<file path="config.mk">
export PLATFORM = sky130hd
export DESIGN_NAME = tray_cell_table_engine
export DESIGN_NICKNAME = d
export VERILOG_FILES = /design/src/rtl/core/tcte_pkg.sv /design/src/rtl/core/tcte_ram.sv /design/src/rtl/core/tcte_ctrl.sv /design/src/rtl/core/tcte_dp.sv /design/src/rtl/core/tray_cell_table_engine.sv
export SDC_FILE = /design/constraint.sdc
export NUM_CORES = 2
export LEC_CHECK = 0
export ABC_AREA = 0
export BUFFER_PORTS_ARGS = -buffer_cell sky130_fd_sc_hd__buf_2
export CAP_MARGIN = 20
export CORE_UTILIZATION = 50
export CTS_BUF_LIST = sky130_fd_sc_hd__clkbuf_16
export DETAILED_ROUTE_END_ITERATION = 12
export PLACE_DENSITY = 0.64
export SYNTH_ARGS = -nofsm -noshare
export SYNTH_HDL_FRONTEND = slang
export SYNTH_MEMORY_MAX_BITS = 65536
export SYNTH_SLANG_ARGS = --single-unit
</file>
<file path="constraint.sdc">
create_clock -name clk_i -period 18.3 [get_ports clk_i]
set_clock_uncertainty 0.05 [all_clocks]
set_input_delay 0.915 -clock clk_i [delete_from_list [all_inputs] [get_ports clk_i]]
set_output_delay 0.915 -clock clk_i [all_outputs]
set_load 0.02 [all_outputs]
</file>
<file path="src/rtl/core/tcte_pkg.sv">
// Shared types and constants for the tray cell table engine.
// Used by the controller, the datapath and the top level.
package tcte_pkg;

  localparam int unsigned MAX_ENTRIES = 256;
  localparam int unsigned ADDR_W = $clog2(MAX_ENTRIES);
  localparam int unsigned CNT_W = $clog2(MAX_ENTRIES + 1);
  localparam int unsigned LOAD_W = CNT_W + 1;
  localparam int unsigned CELL_W = 17;
  localparam logic [7:0] VERDICT_INVALID = 8'd44;
  localparam logic [2:0] TRAY_ALL = 3'h7;
  localparam logic [1:0] VERDICT_NONE = 2'd3;

  typedef enum logic [2:0] {
    CMD_CLEAR    = 3'd0,
    CMD_LOAD     = 3'd1,
    CMD_FIND     = 3'd2,
    CMD_HAS      = 3'd3,
    CMD_UNIFORM  = 3'd4,
    CMD_TRANSFER = 3'd5,
    CMD_READ     = 3'd6,
    CMD_GEOM     = 3'd7
  } cmd_e;

  typedef struct packed {
    logic       geom;
    logic [7:0] cls;
    logic [7:0] tray;
  } cell_t;

  typedef struct packed {
    logic capture;
    logic decode;
    logic scan_init;
    logic scan_step;
    logic rd_src;
    logic rd_dst;
    logic wr_src;
    logic wr_dst;
    logic finish;
  } ctrl_t;

  typedef struct packed {
    cmd_e cmd;
    logic go_scan;
    logic rng_ok;
    logic scan_more;
    logic rd_pend;
    logic out_busy;
  } status_t;

endpackage

</file>
<file path="src/rtl/core/tcte_ram.sv">
// Generic single write port, single read port RAM with registered read data.
// No dependencies.
module tcte_ram #(
  parameter int unsigned WIDTH = 8,
  parameter int unsigned DEPTH = 16
) (
  input  logic                     clk_i,
  input  logic                     we_i,
  input  logic [$clog2(DEPTH)-1:0] waddr_i,
  input  logic [WIDTH-1:0]         wdata_i,
  input  logic                     re_i,
  input  logic [$clog2(DEPTH)-1:0] raddr_i,
  output logic [WIDTH-1:0]         rdata_o
);

  logic [WIDTH-1:0] mem_q [DEPTH];
  logic [WIDTH-1:0] rdata_q;

  always_ff @(posedge clk_i) begin
    if (we_i) begin
      mem_q[waddr_i] <= wdata_i;
    end
    if (re_i) begin
      rdata_q <= mem_q[raddr_i];
    end
  end

  assign rdata_o = rdata_q;

endmodule

</file>
<file path="src/rtl/core/tcte_ctrl.sv">
// Command sequencer of the tray cell table engine.
// Depends on tcte_pkg; drives the datapath through ctrl_t, reads status_t.
module tcte_ctrl (
  input  logic             clk_i,
  input  logic             rst_ni,
  input  logic             in_valid_i,
  output logic             in_ready_o,
  input  tcte_pkg::status_t st_i,
  output tcte_pkg::ctrl_t   ctrl_o
);

  typedef enum logic [2:0] {
    S_IDLE, S_DECODE, S_SCAN, S_T_SRC, S_T_RD, S_T_DST, S_WAIT, S_FIN
  } state_e;

  state_e state_q, state_d;

  always_ff @(posedge clk_i or negedge rst_ni) begin
    if (!rst_ni) begin
      state_q <= S_IDLE;
    end else begin
      state_q <= state_d;
    end
  end

  assign in_ready_o = (state_q == S_IDLE);

  always_comb begin
    ctrl_o  = '0;
    state_d = state_q;
    case (state_q)
      S_IDLE: begin
        if (in_valid_i) begin
          ctrl_o.capture = 1'b1;
          state_d = S_DECODE;
        end
      end
      S_DECODE: begin
        ctrl_o.decode = 1'b1;
        case (st_i.cmd)
          tcte_pkg::CMD_CLEAR: state_d = S_FIN;
          tcte_pkg::CMD_LOAD: begin
            if (st_i.go_scan) begin
              ctrl_o.scan_init = 1'b1;
              state_d = S_SCAN;
            end else begin
              state_d = S_FIN;
            end
          end
          tcte_pkg::CMD_TRANSFER: begin
            if (st_i.rng_ok) begin
              ctrl_o.rd_src = 1'b1;
              state_d = S_T_SRC;
            end else begin
              state_d = S_FIN;
            end
          end
          tcte_pkg::CMD_READ: begin
            if (st_i.rng_ok) begin
              ctrl_o.rd_src = 1'b1;
              state_d = S_WAIT;
            end else begin
              state_d = S_FIN;
            end
          end
          default: begin
            ctrl_o.scan_init = 1'b1;
            state_d = S_SCAN;
          end
        endcase
      end
      S_SCAN: begin
        ctrl_o.scan_step = 1'b1;
        if (!st_i.scan_more && !st_i.rd_pend) begin
          state_d = S_FIN;
        end
      end
      S_T_SRC: begin
        ctrl_o.wr_src = 1'b1;
        state_d = S_T_RD;
      end
      S_T_RD: begin
        ctrl_o.rd_dst = 1'b1;
        state_d = S_T_DST;
      end
      S_T_DST: begin
        ctrl_o.wr_dst = 1'b1;
        state_d = S_FIN;
      end
      S_WAIT: state_d = S_FIN;
      S_FIN: begin
        if (!st_i.out_busy) begin
          ctrl_o.finish = 1'b1;
          state_d = S_IDLE;
        end
      end
      default: state_d = S_IDLE;
    endcase
  end

endmodule

</file>
<file path="src/rtl/core/tcte_dp.sv">
// Datapath of the tray cell table engine: cell RAM, counters, scan logic, result register.
// Depends on tcte_pkg and tcte_ram; steered by tcte_ctrl.
module tcte_dp (
  input  logic              clk_i,
  input  logic              rst_ni,
  input  tcte_pkg::ctrl_t   ctrl_i,
  output tcte_pkg::status_t st_o,
  input  logic [2:0]        cmd_i,
  input  logic [61:0]       item_i,
  input  logic              last_i,
  output logic              out_valid_o,
  input  logic              out_ready_i,
  output logic [41:0]       out_o
);

  localparam int unsigned AW = tcte_pkg::ADDR_W;
  localparam int unsigned CW = tcte_pkg::CNT_W;
  localparam int unsigned LW = tcte_pkg::LOAD_W;

  // captured item
  tcte_pkg::cmd_e cmd_q;
  logic [61:0]    item_q;
  logic           last_q;

  logic [7:0]  tray;
  logic [7:0]  cls;
  logic        geom;
  logic        need_geom;
  logic [9:0]  declared;
  logic [7:0]  cols;
  logic [7:0]  rows;
  logic [8:0]  src;
  logic [8:0]  dst;

  assign tray      = item_q[7:0];
  assign cls       = item_q[15:8];
  assign geom      = item_q[16];
  assign need_geom = item_q[17];
  assign declared  = item_q[27:18];
  assign cols      = item_q[35:28];
  assign rows      = item_q[43:36];
  assign src       = item_q[52:44];
  assign dst       = item_q[61:53];

  // table state
  logic [CW-1:0] used_q;
  logic [LW-1:0] load_q;
  logic [2:0]    pres_q;
  logic          ok_q;

  // scan state
  logic [CW-1:0] scan_q;
  logic          pend_q;
  logic [AW-1:0] pidx_q;
  logic          found_q;
  logic [AW-1:0] fidx_q;
  logic [2:0]    seen_q;
  logic          bad_q;
  logic          gbad_q;
  logic [CW-1:0] n_q;
  logic [7:0]    cls_hold_q;

  // output register
  logic        out_valid_q;
  logic [41:0] out_q;

  // RAM
  logic              we;
  logic [AW-1:0]     waddr;
  tcte_pkg::cell_t   wdata;
  logic              re;
  logic [AW-1:0]     raddr;
  tcte_pkg::cell_t   rdata;

  // load arithmetic
  logic [LW-1:0] load_nx;
  logic          load_fits;
  logic          load_good;
  logic [15:0]   slots;
  logic          scan_more;
  logic          hit;
  logic          args_bad;
  logic [1:0]    verdict;
  logic          res_ok;
  logic [8:0]    res_found;

  assign load_fits = (load_q < LW'(tcte_pkg::MAX_ENTRIES));
  assign load_nx   = (load_q <= LW'(tcte_pkg::MAX_ENTRIES)) ? load_q + LW'(1) : load_q;
  assign load_good = last_q && (load_nx == LW'(declared))
                     && (load_nx <= LW'(tcte_pkg::MAX_ENTRIES));
  assign scan_more = (scan_q < used_q);
  assign slots     = 16'(cols) * 16'(rows);
  assign args_bad  = (cols == 8'd0) || (rows == 8'd0) || (tray == 8'd0);

  assign st_o.cmd       = cmd_q;
  assign st_o.go_scan   = load_good;
  assign st_o.rng_ok    = (cmd_q == tcte_pkg::CMD_TRANSFER)
                          ? ((CW'(src) < used_q) && (CW'(dst) < used_q))
                          : (CW'(src) < used_q);
  assign st_o.scan_more = scan_more;
  assign st_o.rd_pend   = pend_q;
  assign st_o.out_busy  = out_valid_q && !out_ready_i;

  always_comb begin
    we    = 1'b0;
    waddr = load_q[AW-1:0];
    wdata = '{geom: geom, cls: cls, tray: tray};
    re    = 1'b0;
    raddr = scan_q[AW-1:0];
    if (ctrl_i.decode && (cmd_q == tcte_pkg::CMD_LOAD) && load_fits) begin
      we = 1'b1;
    end
    if (ctrl_i.wr_src) begin
      we    = 1'b1;
      waddr = src[AW-1:0];
      wdata = '{geom: rdata.geom, cls: 8'd0, tray: rdata.tray};
    end
    if (ctrl_i.wr_dst) begin
      we    = 1'b1;
      waddr = dst[AW-1:0];
      wdata = '{geom: rdata.geom, cls: cls_hold_q, tray: rdata.tray};
    end
    if (ctrl_i.rd_src) begin
      re    = 1'b1;
      raddr = src[AW-1:0];
    end
    if (ctrl_i.rd_dst) begin
      re    = 1'b1;
      raddr = dst[AW-1:0];
    end
    if (ctrl_i.scan_step && scan_more) begin
      re = 1'b1;
    end
  end

  tcte_ram #(
    .WIDTH (tcte_pkg::CELL_W),
    .DEPTH (tcte_pkg::MAX_ENTRIES)
  ) u_ram (
    .clk_i   (clk_i),
    .we_i    (we),
    .waddr_i (waddr),
    .wdata_i (wdata),
    .re_i    (re),
    .raddr_i (raddr),
    .rdata_o (rdata)
  );

  assign hit = (rdata.tray == tray) && (rdata.cls == cls)
               && (!(need_geom && (cmd_q == tcte_pkg::CMD_FIND)) || rdata.geom);

  always_comb begin
    verdict = tcte_pkg::VERDICT_NONE;
    if (!args_bad && !bad_q && (16'(n_q) == slots)) begin
      case (seen_q)
        3'b001:  verdict = 2'd0;
        3'b010:  verdict = 2'd1;
        3'b100:  verdict = 2'd2;
        default: verdict = tcte_pkg::VERDICT_NONE;
      endcase
    end
  end

  always_comb begin
    res_ok    = 1'b0;
    res_found = '0;
    case (cmd_q)
      tcte_pkg::CMD_CLEAR:    res_ok = 1'b1;
      tcte_pkg::CMD_LOAD:     res_ok = ok_q;
      tcte_pkg::CMD_FIND,
      tcte_pkg::CMD_HAS: begin
        res_ok    = found_q;
        res_found = found_q ? 9'(fidx_q) : 9'd0;
      end
      tcte_pkg::CMD_UNIFORM:  res_ok = (verdict != tcte_pkg::VERDICT_NONE);
      tcte_pkg::CMD_TRANSFER: res_ok = ok_q;
      tcte_pkg::CMD_READ:     res_ok = ok_q;
      default:                res_ok = (used_q != '0) && !gbad_q;
    endcase
  end

  // item capture and per-command bookkeeping
  always_ff @(posedge clk_i) begin
    if (ctrl_i.capture) begin
      cmd_q  <= tcte_pkg::cmd_e'(cmd_i);
      item_q <= item_i;
      last_q <= last_i;
    end
    if (ctrl_i.wr_src) begin
      cls_hold_q <= rdata.cls;
    end
    if (ctrl_i.finish) begin
      out_q[0]     <= res_ok;
      out_q[9:1]   <= res_found;
      out_q[11:10] <= (cmd_q == tcte_pkg::CMD_UNIFORM) ? verdict : tcte_pkg::VERDICT_NONE;
      out_q[14:12] <= pres_q & tcte_pkg::TRAY_ALL;
      out_q[15]    <= ((pres_q & tcte_pkg::TRAY_ALL) == tcte_pkg::TRAY_ALL);
      out_q[24:16] <= 9'(used_q);
      if ((cmd_q == tcte_pkg::CMD_READ) && ok_q) begin
        out_q[32:25] <= rdata.tray;
        out_q[40:33] <= rdata.cls;
        out_q[41]    <= rdata.geom;
      end else begin
        out_q[41:25] <= '0;
      end
    end
  end

  always_ff @(posedge clk_i or negedge rst_ni) begin
    if (!rst_ni) begin
      used_q      <= '0;
      load_q      <= '0;
      pres_q      <= '0;
      ok_q        <= 1'b0;
      scan_q      <= '0;
      pend_q      <= 1'b0;
      pidx_q      <= '0;
      found_q     <= 1'b0;
      fidx_q      <= '0;
      seen_q      <= '0;
      bad_q       <= 1'b0;
      gbad_q      <= 1'b0;
      n_q         <= '0;
      out_valid_q <= 1'b0;
    end else begin
      if (ctrl_i.decode) begin
        case (cmd_q)
          tcte_pkg::CMD_CLEAR: begin
            used_q <= '0;
            load_q <= '0;
            pres_q <= '0;
          end
          tcte_pkg::CMD_LOAD: begin
            if (!last_q) begin
              // the first row of a load empties the table
              if (load_q == '0) begin
                used_q <= '0;
                pres_q <= '0;
              end
              load_q <= load_nx;
              ok_q   <= 1'b1;
            end else begin
              // close the load: adopt the rows, or drop the whole table
              load_q <= '0;
              pres_q <= '0;
              used_q <= load_good ? load_nx[CW-1:0] : '0;
              ok_q   <= load_good;
            end
          end
          default: ok_q <= st_o.rng_ok;
        endcase
      end
      if (ctrl_i.scan_init) begin
        scan_q  <= '0;
        pend_q  <= 1'b0;
        found_q <= 1'b0;
        fidx_q  <= '0;
        seen_q  <= '0;
        bad_q   <= 1'b0;
        gbad_q  <= 1'b0;
        n_q     <= '0;
      end else if (ctrl_i.scan_step) begin
        pend_q <= scan_more;
        pidx_q <= scan_q[AW-1:0];
        if (scan_more) begin
          scan_q <= scan_q + CW'(1);
        end
        if (pend_q) begin
          if (hit && !found_q) begin
            found_q <= 1'b1;
            fidx_q  <= pidx_q;
          end
          if (rdata.tray == tray) begin
            n_q <= n_q + CW'(1);
            case (rdata.cls)
              8'd0:    seen_q[0] <= 1'b1;
              8'd1:    seen_q[1] <= 1'b1;
              8'd2:    seen_q[2] <= 1'b1;
              default: bad_q     <= 1'b1;
            endcase
          end
          if (!rdata.geom) begin
            gbad_q <= 1'b1;
          end
          if (cmd_q == tcte_pkg::CMD_LOAD) begin
            case (rdata.tray)
              8'd1:    pres_q[0] <= 1'b1;
              8'd2:    pres_q[1] <= 1'b1;
              8'd3:    pres_q[2] <= 1'b1;
              default: pres_q    <= pres_q;
            endcase
          end
        end
      end
      if (ctrl_i.finish) begin
        out_valid_q <= 1'b1;
      end else if (out_ready_i) begin
        out_valid_q <= 1'b0;
      end
    end
  end

  assign out_valid_o = out_valid_q;
  assign out_o       = out_q;

endmodule

</file>
<file path="src/rtl/core/tray_cell_table_engine.sv">
// Top level of the tray cell table engine: stream ports around controller and datapath.
// Depends on tcte_pkg, tcte_ctrl, tcte_dp (and tcte_ram through the datapath).
//
// Usage:
//   One command enters on the slave stream (s_axis_*) as one item; exactly one
//   result item leaves on the master stream (m_axis_*). tuser carries the
//   command code, tlast the last-row marker of a table load.
//   Items are taken one at a time: s_axis_tready is high only while no
//   command is in progress. A result that waits in the output register does
//   not block the next item; only the finish of that next command waits.
//   Clear, rows that are not last, failed loads and out-of-range transfer
//   or read go from decode to finish; read waits for its RAM read; transfer
//   reads and writes the source, then the destination; find first, has class,
//   uniform check, all geometry valid and a successful last row scan the
//   table through the one RAM read port, one entry per cycle.
//   Reset clears the counters and the tray mask; the cell RAM is not cleared,
//   since only entries written since the last load are ever read.
//   When the receiver stalls, the result holds on m_axis_tdata.
module tray_cell_table_engine (
  input  logic        clk_i,
  input  logic        rst_ni,
  input  logic        s_axis_tvalid,
  output logic        s_axis_tready,
  // tdata from bit 0: tray_id[7:0], class_label[15:8], geom_ok[16], need_geom[17],
  // row_total[27:18], tray_cols[35:28], tray_rows[43:36], src_index[52:44],
  // dst_index[61:53], zero fill [63:62]
  input  logic [63:0] s_axis_tdata,
  // tuser: command[2:0]
  input  logic [2:0]  s_axis_tuser,
  input  logic        s_axis_tlast,
  output logic        m_axis_tvalid,
  input  logic        m_axis_tready,
  // tdata from bit 0: ok[0], found_index[9:1], verdict[11:10], tray_mask[14:12],
  // all_three[15], entry_count[24:16], read_tray[32:25], read_class[40:33],
  // read_geom[41], zero fill [47:42]
  output logic [47:0] m_axis_tdata
);

  tcte_pkg::ctrl_t   ctrl;
  tcte_pkg::status_t status;
  logic [41:0]       result;

  // sequence each command: capture, decode, scan or RAM steps, finish
  tcte_ctrl u_ctrl (
    .clk_i      (clk_i),
    .rst_ni     (rst_ni),
    .in_valid_i (s_axis_tvalid),
    .in_ready_o (s_axis_tready),
    .st_i       (status),
    .ctrl_o     (ctrl)
  );

  // hold the table, the counters and the result register
  tcte_dp u_dp (
    .clk_i       (clk_i),
    .rst_ni      (rst_ni),
    .ctrl_i      (ctrl),
    .st_o        (status),
    .cmd_i       (s_axis_tuser),
    .item_i      (s_axis_tdata[61:0]),
    .last_i      (s_axis_tlast),
    .out_valid_o (m_axis_tvalid),
    .out_ready_i (m_axis_tready),
    .out_o       (result)
  );

  assign m_axis_tdata = {6'd0, result};

endmodule
</file>
## After elaboration in Yosys (flattened, before gate mapping)

Memories as Yosys holds them, arrays and structs flattened. A register that Yosys moved wholly into a read port is not among the register bits.
Cells that the tools add are included.

| cells by class | value |
|---|---|
| $add $sub $neg | 3 |
| $mul | 1 |
| divide/modulo/power cells | 0 |
| order comparisons | 6 |
| equality and inequality tests | 36 |
| shift operators | 0 |
| muxes and demuxes | 95 |
| bitwise operators | 2 |
| reduce and logical (&&, ||, !) cells | 68 |

Operators with widths:

| cell | count |
|---|---|
| $mux W9 | 10 |
| $mux W8 | 8 |
| $mux W3 | 16 |
| $mux W1 | 43 |
| $mux W17 | 2 |
| $logic_not A8 Y1 | 4 |
| $eq A3 B3 Y1 const B | 9 |
| $lt A9 B9 Y1 | 3 |
| $eq A8 B2 Y1 const B | 3 |
| $pmux W3 S7 | 1 |
| $le A10 B9 Y1 const B | 2 |
| $mux W10 | 2 |
| $pmux W10 S2 | 1 |
| $reduce_bool A2 Y1 | 10 |
| $add A9 B1 Y9 const B | 2 |
| $ne A6 B6 Y1 const B | 3 |
| $pmux W9 S2 | 1 |
| $eq A8 B1 Y1 const B | 2 |
| $eq A8 B8 Y1 | 2 |
| $eq A9 B16 Y1 | 1 |
| $logic_and A1 B1 Y1 | 16 |
| $mul A8 B8 Y16 | 1 |
| $reduce_and A4 Y1 | 4 |
| $eq A3 B2 Y1 const B | 5 |
| 23 further kinds | 60 |

| word-level totals | value |
|---|---|
| register bits | 184 |
| latch bits | 0 |
| memory bits (writable) | 4,352 |
| ROM bits | 0 |
| bits of input ports | 72 |
| output and inout bits | 50 |
| memories | 1 |

Memory list:

| memory | words | bits a word | read ports | clocked after memory_dff | wr ports | line | RTL |
|---|---|---|---|---|---|---|---|
| u_dp.u_ram.mem_q | 256 | 17 | 1 | 1 | 1 | tcte_ram.sv:16 | `logic [WIDTH-1:0] mem_q [DEPTH];` |

## Logic depth before layout (Yosys ltp)

| depth | value |
|---|---|
| word-level depth | 15 |
| gate-level depth with buffers | 22 |
| depth with buffers taken out | 21 |

## Modules after synthesis

From an unflattened synthesis, not the netlist that was laid out.

| second synthesis, totals | value |
|---|---|
| cells, all modules | 8,866 |
| area total of the unflattened synthesis | 181,412.7 µm² |

By module, submodules not included:

| module | instances | cells each | area an instance (µm²) | seq. area each (µm²) |
|---|---|---|---|---|
| tcte_ram | 1 | 7,797 | 169,874.2 | 131,195.8 |
| tcte_dp | 1 | 1,015 | 11,169.5 | 5,079.9 |
| tcte_ctrl | 1 | 47 | 320.3 | 75.1 |
| tray_cell_table_engine | 1 | 7 | 48.8 | 0.0 |

## Least setup slack after synthesis

OpenSTA, ideal clock, no wires.

| timing path | value |
|---|---|
| path type | register to register |
| start point | reg u_ctrl.state_q[2] |
| end point | mem u_dp.u_ram.mem_q[0][10] (netlist name), data pin |
| data arrival time | 11.112 ns |
| slack | 4.951 ns |
| cell stages (with the launch flop) | 6 |
| buffers on the path | 2 |
| period minus slack after synthesis | 13.349 ns |
| path through | dfrtp_1 > clkbuf_1 > and2_1 > clkbuf_1 > a21oi_1 > o21ai_0 |

| between the ends | value |
|---|---|
| word-level cells in the longest chain between the ends | 4 |

Ends and longest elaborated chain:

| item | line | RTL |
|---|---|---|
| start, declared | tcte_ctrl.sv:16 | `state_e state_q, state_d;` |
| start signal, assigned | tcte_ctrl.sv:22 | `state_q <= state_d;` |
| $eq A3 B2 Y1 | tcte_ctrl.sv:31 | `case (state_q)` |
| $mux W1 | tcte_ctrl.sv:31 |  |
| $mux W17 | tcte_dp.sv:113 | `if (ctrl_i.wr_src) begin` |
| $mux W17 * | tcte_dp.sv:118 | `if (ctrl_i.wr_dst) begin` |
| net u_dp.u_ram.wdata_i[10] | tcte_ram.sv:10 | `input logic [WIDTH-1:0] wdata_i,` |
| end, declared | tcte_ram.sv:16 |  |

Mark *: on every way through the listed nets, which the timed path passes. The rest lies on a longest branch.

## Worst setup path after layout

| timing path | value |
|---|---|
| start point | reg u_dp.used_q[8] |
| end point | reg u_dp.u_ram.rdata_q[15], in the netlist u_dp.u_ram.rdata_o[15] (read register of u_dp.u_ram.mem_q), data pin |

| between the ends | value |
|---|---|
| word-level cells in the longest chain between the ends | 9 |

Ends and longest elaborated chain:

| item | line | RTL |
|---|---|---|
| start, declared | tcte_dp.sv:46 | `logic [CW-1:0] used_q;` |
| start signal, assigned | tcte_dp.sv:246 | `used_q <= load_good ? load_nx[CW-1:0] : '0;` |
| $lt A9 B9 Y1 (on tied branches) | tcte_dp.sv:98, tcte_dp.sv:99 |  |
| $logic_and A1 B1 Y1 | tcte_dp.sv:98 | `? ((CW'(src) < used_q) && (CW'(dst) < used_q))` |
| $mux W1 | tcte_dp.sv:98 |  |
| $mux W1 | tcte_ctrl.sv:51, tcte_ctrl.sv:59 |  |
| $mux W1 | n/a |  |
| $mux W1 | tcte_ctrl.sv:31 |  |
| $mux W1 | tcte_dp.sv:123 | `if (ctrl_i.rd_src) begin` |
| $mux W1 | tcte_dp.sv:127 | `if (ctrl_i.rd_dst) begin` |
| $mux W1 | tcte_dp.sv:131 | `if (ctrl_i.scan_step && scan_more) begin` |
| end, declared | tcte_ram.sv:17 | `logic [WIDTH-1:0] rdata_q;` |

Parallel ways exist; a longest one is shown, timed or not.
A chain may end at the register's enable or synchronous reset.

==> results.py <==
metrics = {
    "clock_tree": {
        "cts_made_buffers": 452,
        "cts_max_level": 5,
        "clk_latency_ns": 1.00,
        "cts.clk_slew.worst_paths_ns": 0.06,
        "cts_tree": "done",
        "cts_hold_buf": 43,
        "cts_setup_buffers": 0,
        "cts-resized-gates": 0,
        "clock-sinks": 4552,
        "cts_buffer_depth": 4,
        "cts-root-buf": "clkbuf_16",
    },
    "placed_design": {
        "place_ws_ns": 10.14,
        "numPortBuffers": 112,
        "post-dp-hpwl_um": 285000,
        "gp_congestion": 0.880,
    },
    "drt": {
        "wl_um": 502000,
        "ant_nets": 0,
        "wire_per_inst_um": 27.8,
        "drtIter0Drc": 14300,
        "drc": 0,
        "firstDrtPassIters": 6,
        "viasPerCell": 6.09,
        "via_count": 110000,
    },
    "floorplanning": {
        "die_h_um": 603,
        "die_x_um": 603,
        "die_area_um2": 364000,
        "io_pins": 122,
        "design.core.area_um2": 359000,
        "start_util_pct": 50.3,
        "rows": 220,
    },
    "worst_setup_path": {
        "crit_path_top_delay_cell": "nor3_1",
        "required_ns": 19.00,
        "cp_max_fo": 49,
        "critPathMaxStageDelay_ns": 0.81,
        "cp_cell_sequence": "inv_1 > ha_1 > and2_0 > a221oi_1 > o211a_1 > nor3_1 > nor3_2 > or4_4 > buf_4 > buf_4 > buf_4 > o22ai_1 > o21ai_0 > o311ai_1 > nor3_1 > o21ai_1 > o311a_1",
        "cp.arrival_ns": 9.26,
        "end_kind": "flop",
        "worstSetupPathType": "flop to flop",
        "crit_top_cell": "buf_4",
        "worst_setup_path_start_kind": "flop",
    },
    "hold_path": {
        "hold_path.class": "input port to flop",
    },
    "yosys": {
        "syn_area_per_cell_um2": 14.4,
        "synth_top_cell_area_share_pct": 74.5,
        "synth_area_um2": 181000,
        "synthFlopType": "edfxtp_1",
        "synth_area_leader_cell": "edfxtp_1",
        "synth_edf_count": 4484,
        "synth_cell_types": 79,
        "synth.area.top_cells": "edfxtp_1, nand2_1, mux2i_1",
        "synthCells": 12600,
        "async_flop_share_pct": 1.49,
        "ys.warnings.count": 0,
        "ys_seq_area_share_pct": 75.5,
        "synth-seq-cells": 4552,
    },
    "grt": {
        "grt_max_degree": 199,
        "antenna_found_initial": 23,
        "globalRouteOverflowTotal": 0,
        "grt_pass1_wl_um": 718000,
        "grt_pass1_vias": 105000,
        "track_usage_pct": 26.9,
    },
    "sta": {
        "final-max-slew-violation-count": 72,
        "rsz0062_at_grt": "no",
        "period_share_pct": 46.8,
        "setup_viol": 0,
        "fin_tns_setup_ns": 0,
        "period_needed_ns": 8.56,
        "max-slew-margin-rel_pct": -3.20,
        "max_freq_mhz": 117,
        "fin_ws_ns": 9.74,
        "max_slew.worst_pin.slew_ns": 1.55,
        "final_hold_viol_count": 0,
    },
    "flow_run": {
        "max-cap-violations": 0,
    },
    "power_and_ir_drop": {
        "leakage_nw": 67.5,
        "power_w": 0.0286,
        "ir_drop_uv": 170,
        "power.density_nw_per_um2": 141,
    },
    "finish": {
        "fin_util_pct": 56.6,
        "final_nets": 13000,
        "n_fill_cell": 27600,
        "layout-drive-gt1-share_pct": 9.83,
        "area_growth_pct": 12.5,
    },
    "outcome": {
        "violations": "max-slew violations",
        "status": "complete, but fails checks",
    },
}
routing by layer:
metal	global-route usage [%]	up-vias	share of wire, %
li1	-	47800	-
met1	37.6	55400	40
met5	0	-	0.0068
met4	11.7	6	4.6
met2	41.8	5700	46
met3	4.66	898	9.8
sequential cells by signal, indices dropped and copies added, names as in the netlist, 3 cells and up:
name                flops
u_dp.n_q                9
u_dp.pres_q             3
u_dp.scan_q             9
u_dp.cmd_q              3
u_dp.fidx_q             8
u_dp.seen_q             3
u_dp.used_q             9
u_ctrl.state_q          3
u_dp.cls_hold_q         8
u_dp.pidx_q             8
u_dp.u_ram.rdata_o     17
u_dp.load_q            10
u_dp.u_ram.mem_q     4352
u_dp.item_q            62
u_dp.out_o             41
cell families (layout without fill, tap and decap cells):
group,Yosys count,count (layout),synth area share [%]
multiplexers,875,875,4.85
flip-flops,4552,4552,75.5
AND/OR/NAND/NOR,4401,4401,10.6
XOR/XNOR,69,69,0.335
adder cells (fa/ha/maj),100,100,0.842
other,1,15,0.00208
buffers and inverters,858,1529,2.16
AO/OA/AOI/OAI,1707,1707,5.77
Yosys cell counts (70+ instances only):
| cell | count |
|---|---|
| nand2_1 | 2688 |
| and3_1 | 130 |
| buf_2 | 251 |
| a32oi_1 | 82 |
| a21oi_1 | 514 |
| o22ai_1 | 347 |
| clkbuf_1 | 373 |
| a31oi_1 | 161 |
| nor4_1 | 174 |
| edfxtp_1 | 4484 |
| buf_1 | 76 |
| buf_4 | 72 |
| nand3_1 | 723 |
| inv_1 | 71 |
| nand4_1 | 142 |
| mux2i_1 | 866 |
| nor2_1 | 349 |
| and2_1 | 70 |
| o21ai_0 | 270 |
cells in the final DEF, fill, tap and decap left out, types with 43 or more instances in the layout:
cell,synthesis,routed
nand3_1,723,719
nor4_1,174,166
a21oi_1,514,514
nor3_1,50,47
inv_1,71,165
clkbuf_16,0,459
dfrtp_1,68,68
buf_4,72,440
a211oi_1,56,56
nand4_1,142,142
nand2_1,2688,2688
a32oi_1,82,82
mux2i_1,866,866
o21ai_0,270,258
nor2_1,349,320
and3_1,130,130
and2_1,70,68
a21o_1,57,57
ha_1,64,64
o22ai_1,347,347
edfxtp_1,4484,4484
a31oi_1,161,159
bufinv_16,0,56
clkinv_2,0,68
dlygate4sd3_1,0,43
buf_2,251,119
clkinv_1,0,105
report_power, final:
part	leakage, nW	internal (W)	switching [W]	total [W]
logic	18.6	0.00117	0.00474	0.00592
registers	41.4	0.0134	0.000117	0.0135
clock network	7.52	0.00531	0.00388	0.00919
critical path, delay by kind of cell, from the launching register on:
kind | cells | cell delay (ns)
flip-flops | 1 | 0.42
AND/OR/NAND/NOR | 5 | 2.65
buffers and inverters | 4 | 2.14
AO/OA/AOI/OAI | 7 | 2.61
adder cells (fa/ha/maj) | 1 | 0.33
cell type report:
cell class / count / area, um^2 / area share, %
diodes: 8 / 20.0 / 0.00985
flip-flops and latches: 4552 / 136000 / 67.1
multi-input cells: 7159 / 41000 / 20.2
inverters: 71 / 267 / 0.131
well taps: 4773 / 5970 / 2.94
clock inverters: 365 / 3210 / 1.58
clock buffers: 459 / 11500 / 5.65
repair buffers: 634 / 4940 / 2.43
worst paths after layout:
path	slack (ns)	startpoint	depth (start not counted)	to
min in group asynchronous	0.10	rst_ni	2	u_dp.out_valid_o
min reg2reg	0.43	u_dp.pres_q[0]	0	u_dp.out_o[12]
max in group asynchronous	17.48	rst_ni	2	u_dp.n_q[5]
min	0.07	s_axis_tdata[5]	1	u_dp.item_q[5]
max	9.74	u_dp.used_q[8]	17	u_dp.u_ram.rdata_o[15]
max reg2reg	9.74	u_dp.used_q[8]	17	u_dp.u_ram.rdata_o[15]
metrics by stage:
stage	cell area [um^2]	hold slack [ns]	std cells
CTS	203000	0.00140	18000
global route	203000	0.0490	18000
detailed placement	188000	0.415	17100
finish	203000	0.0696	18000
floorplan	181000	0.389	12600
global placement	188000	0.409	17100
Power figures use the tool's default switching activity.
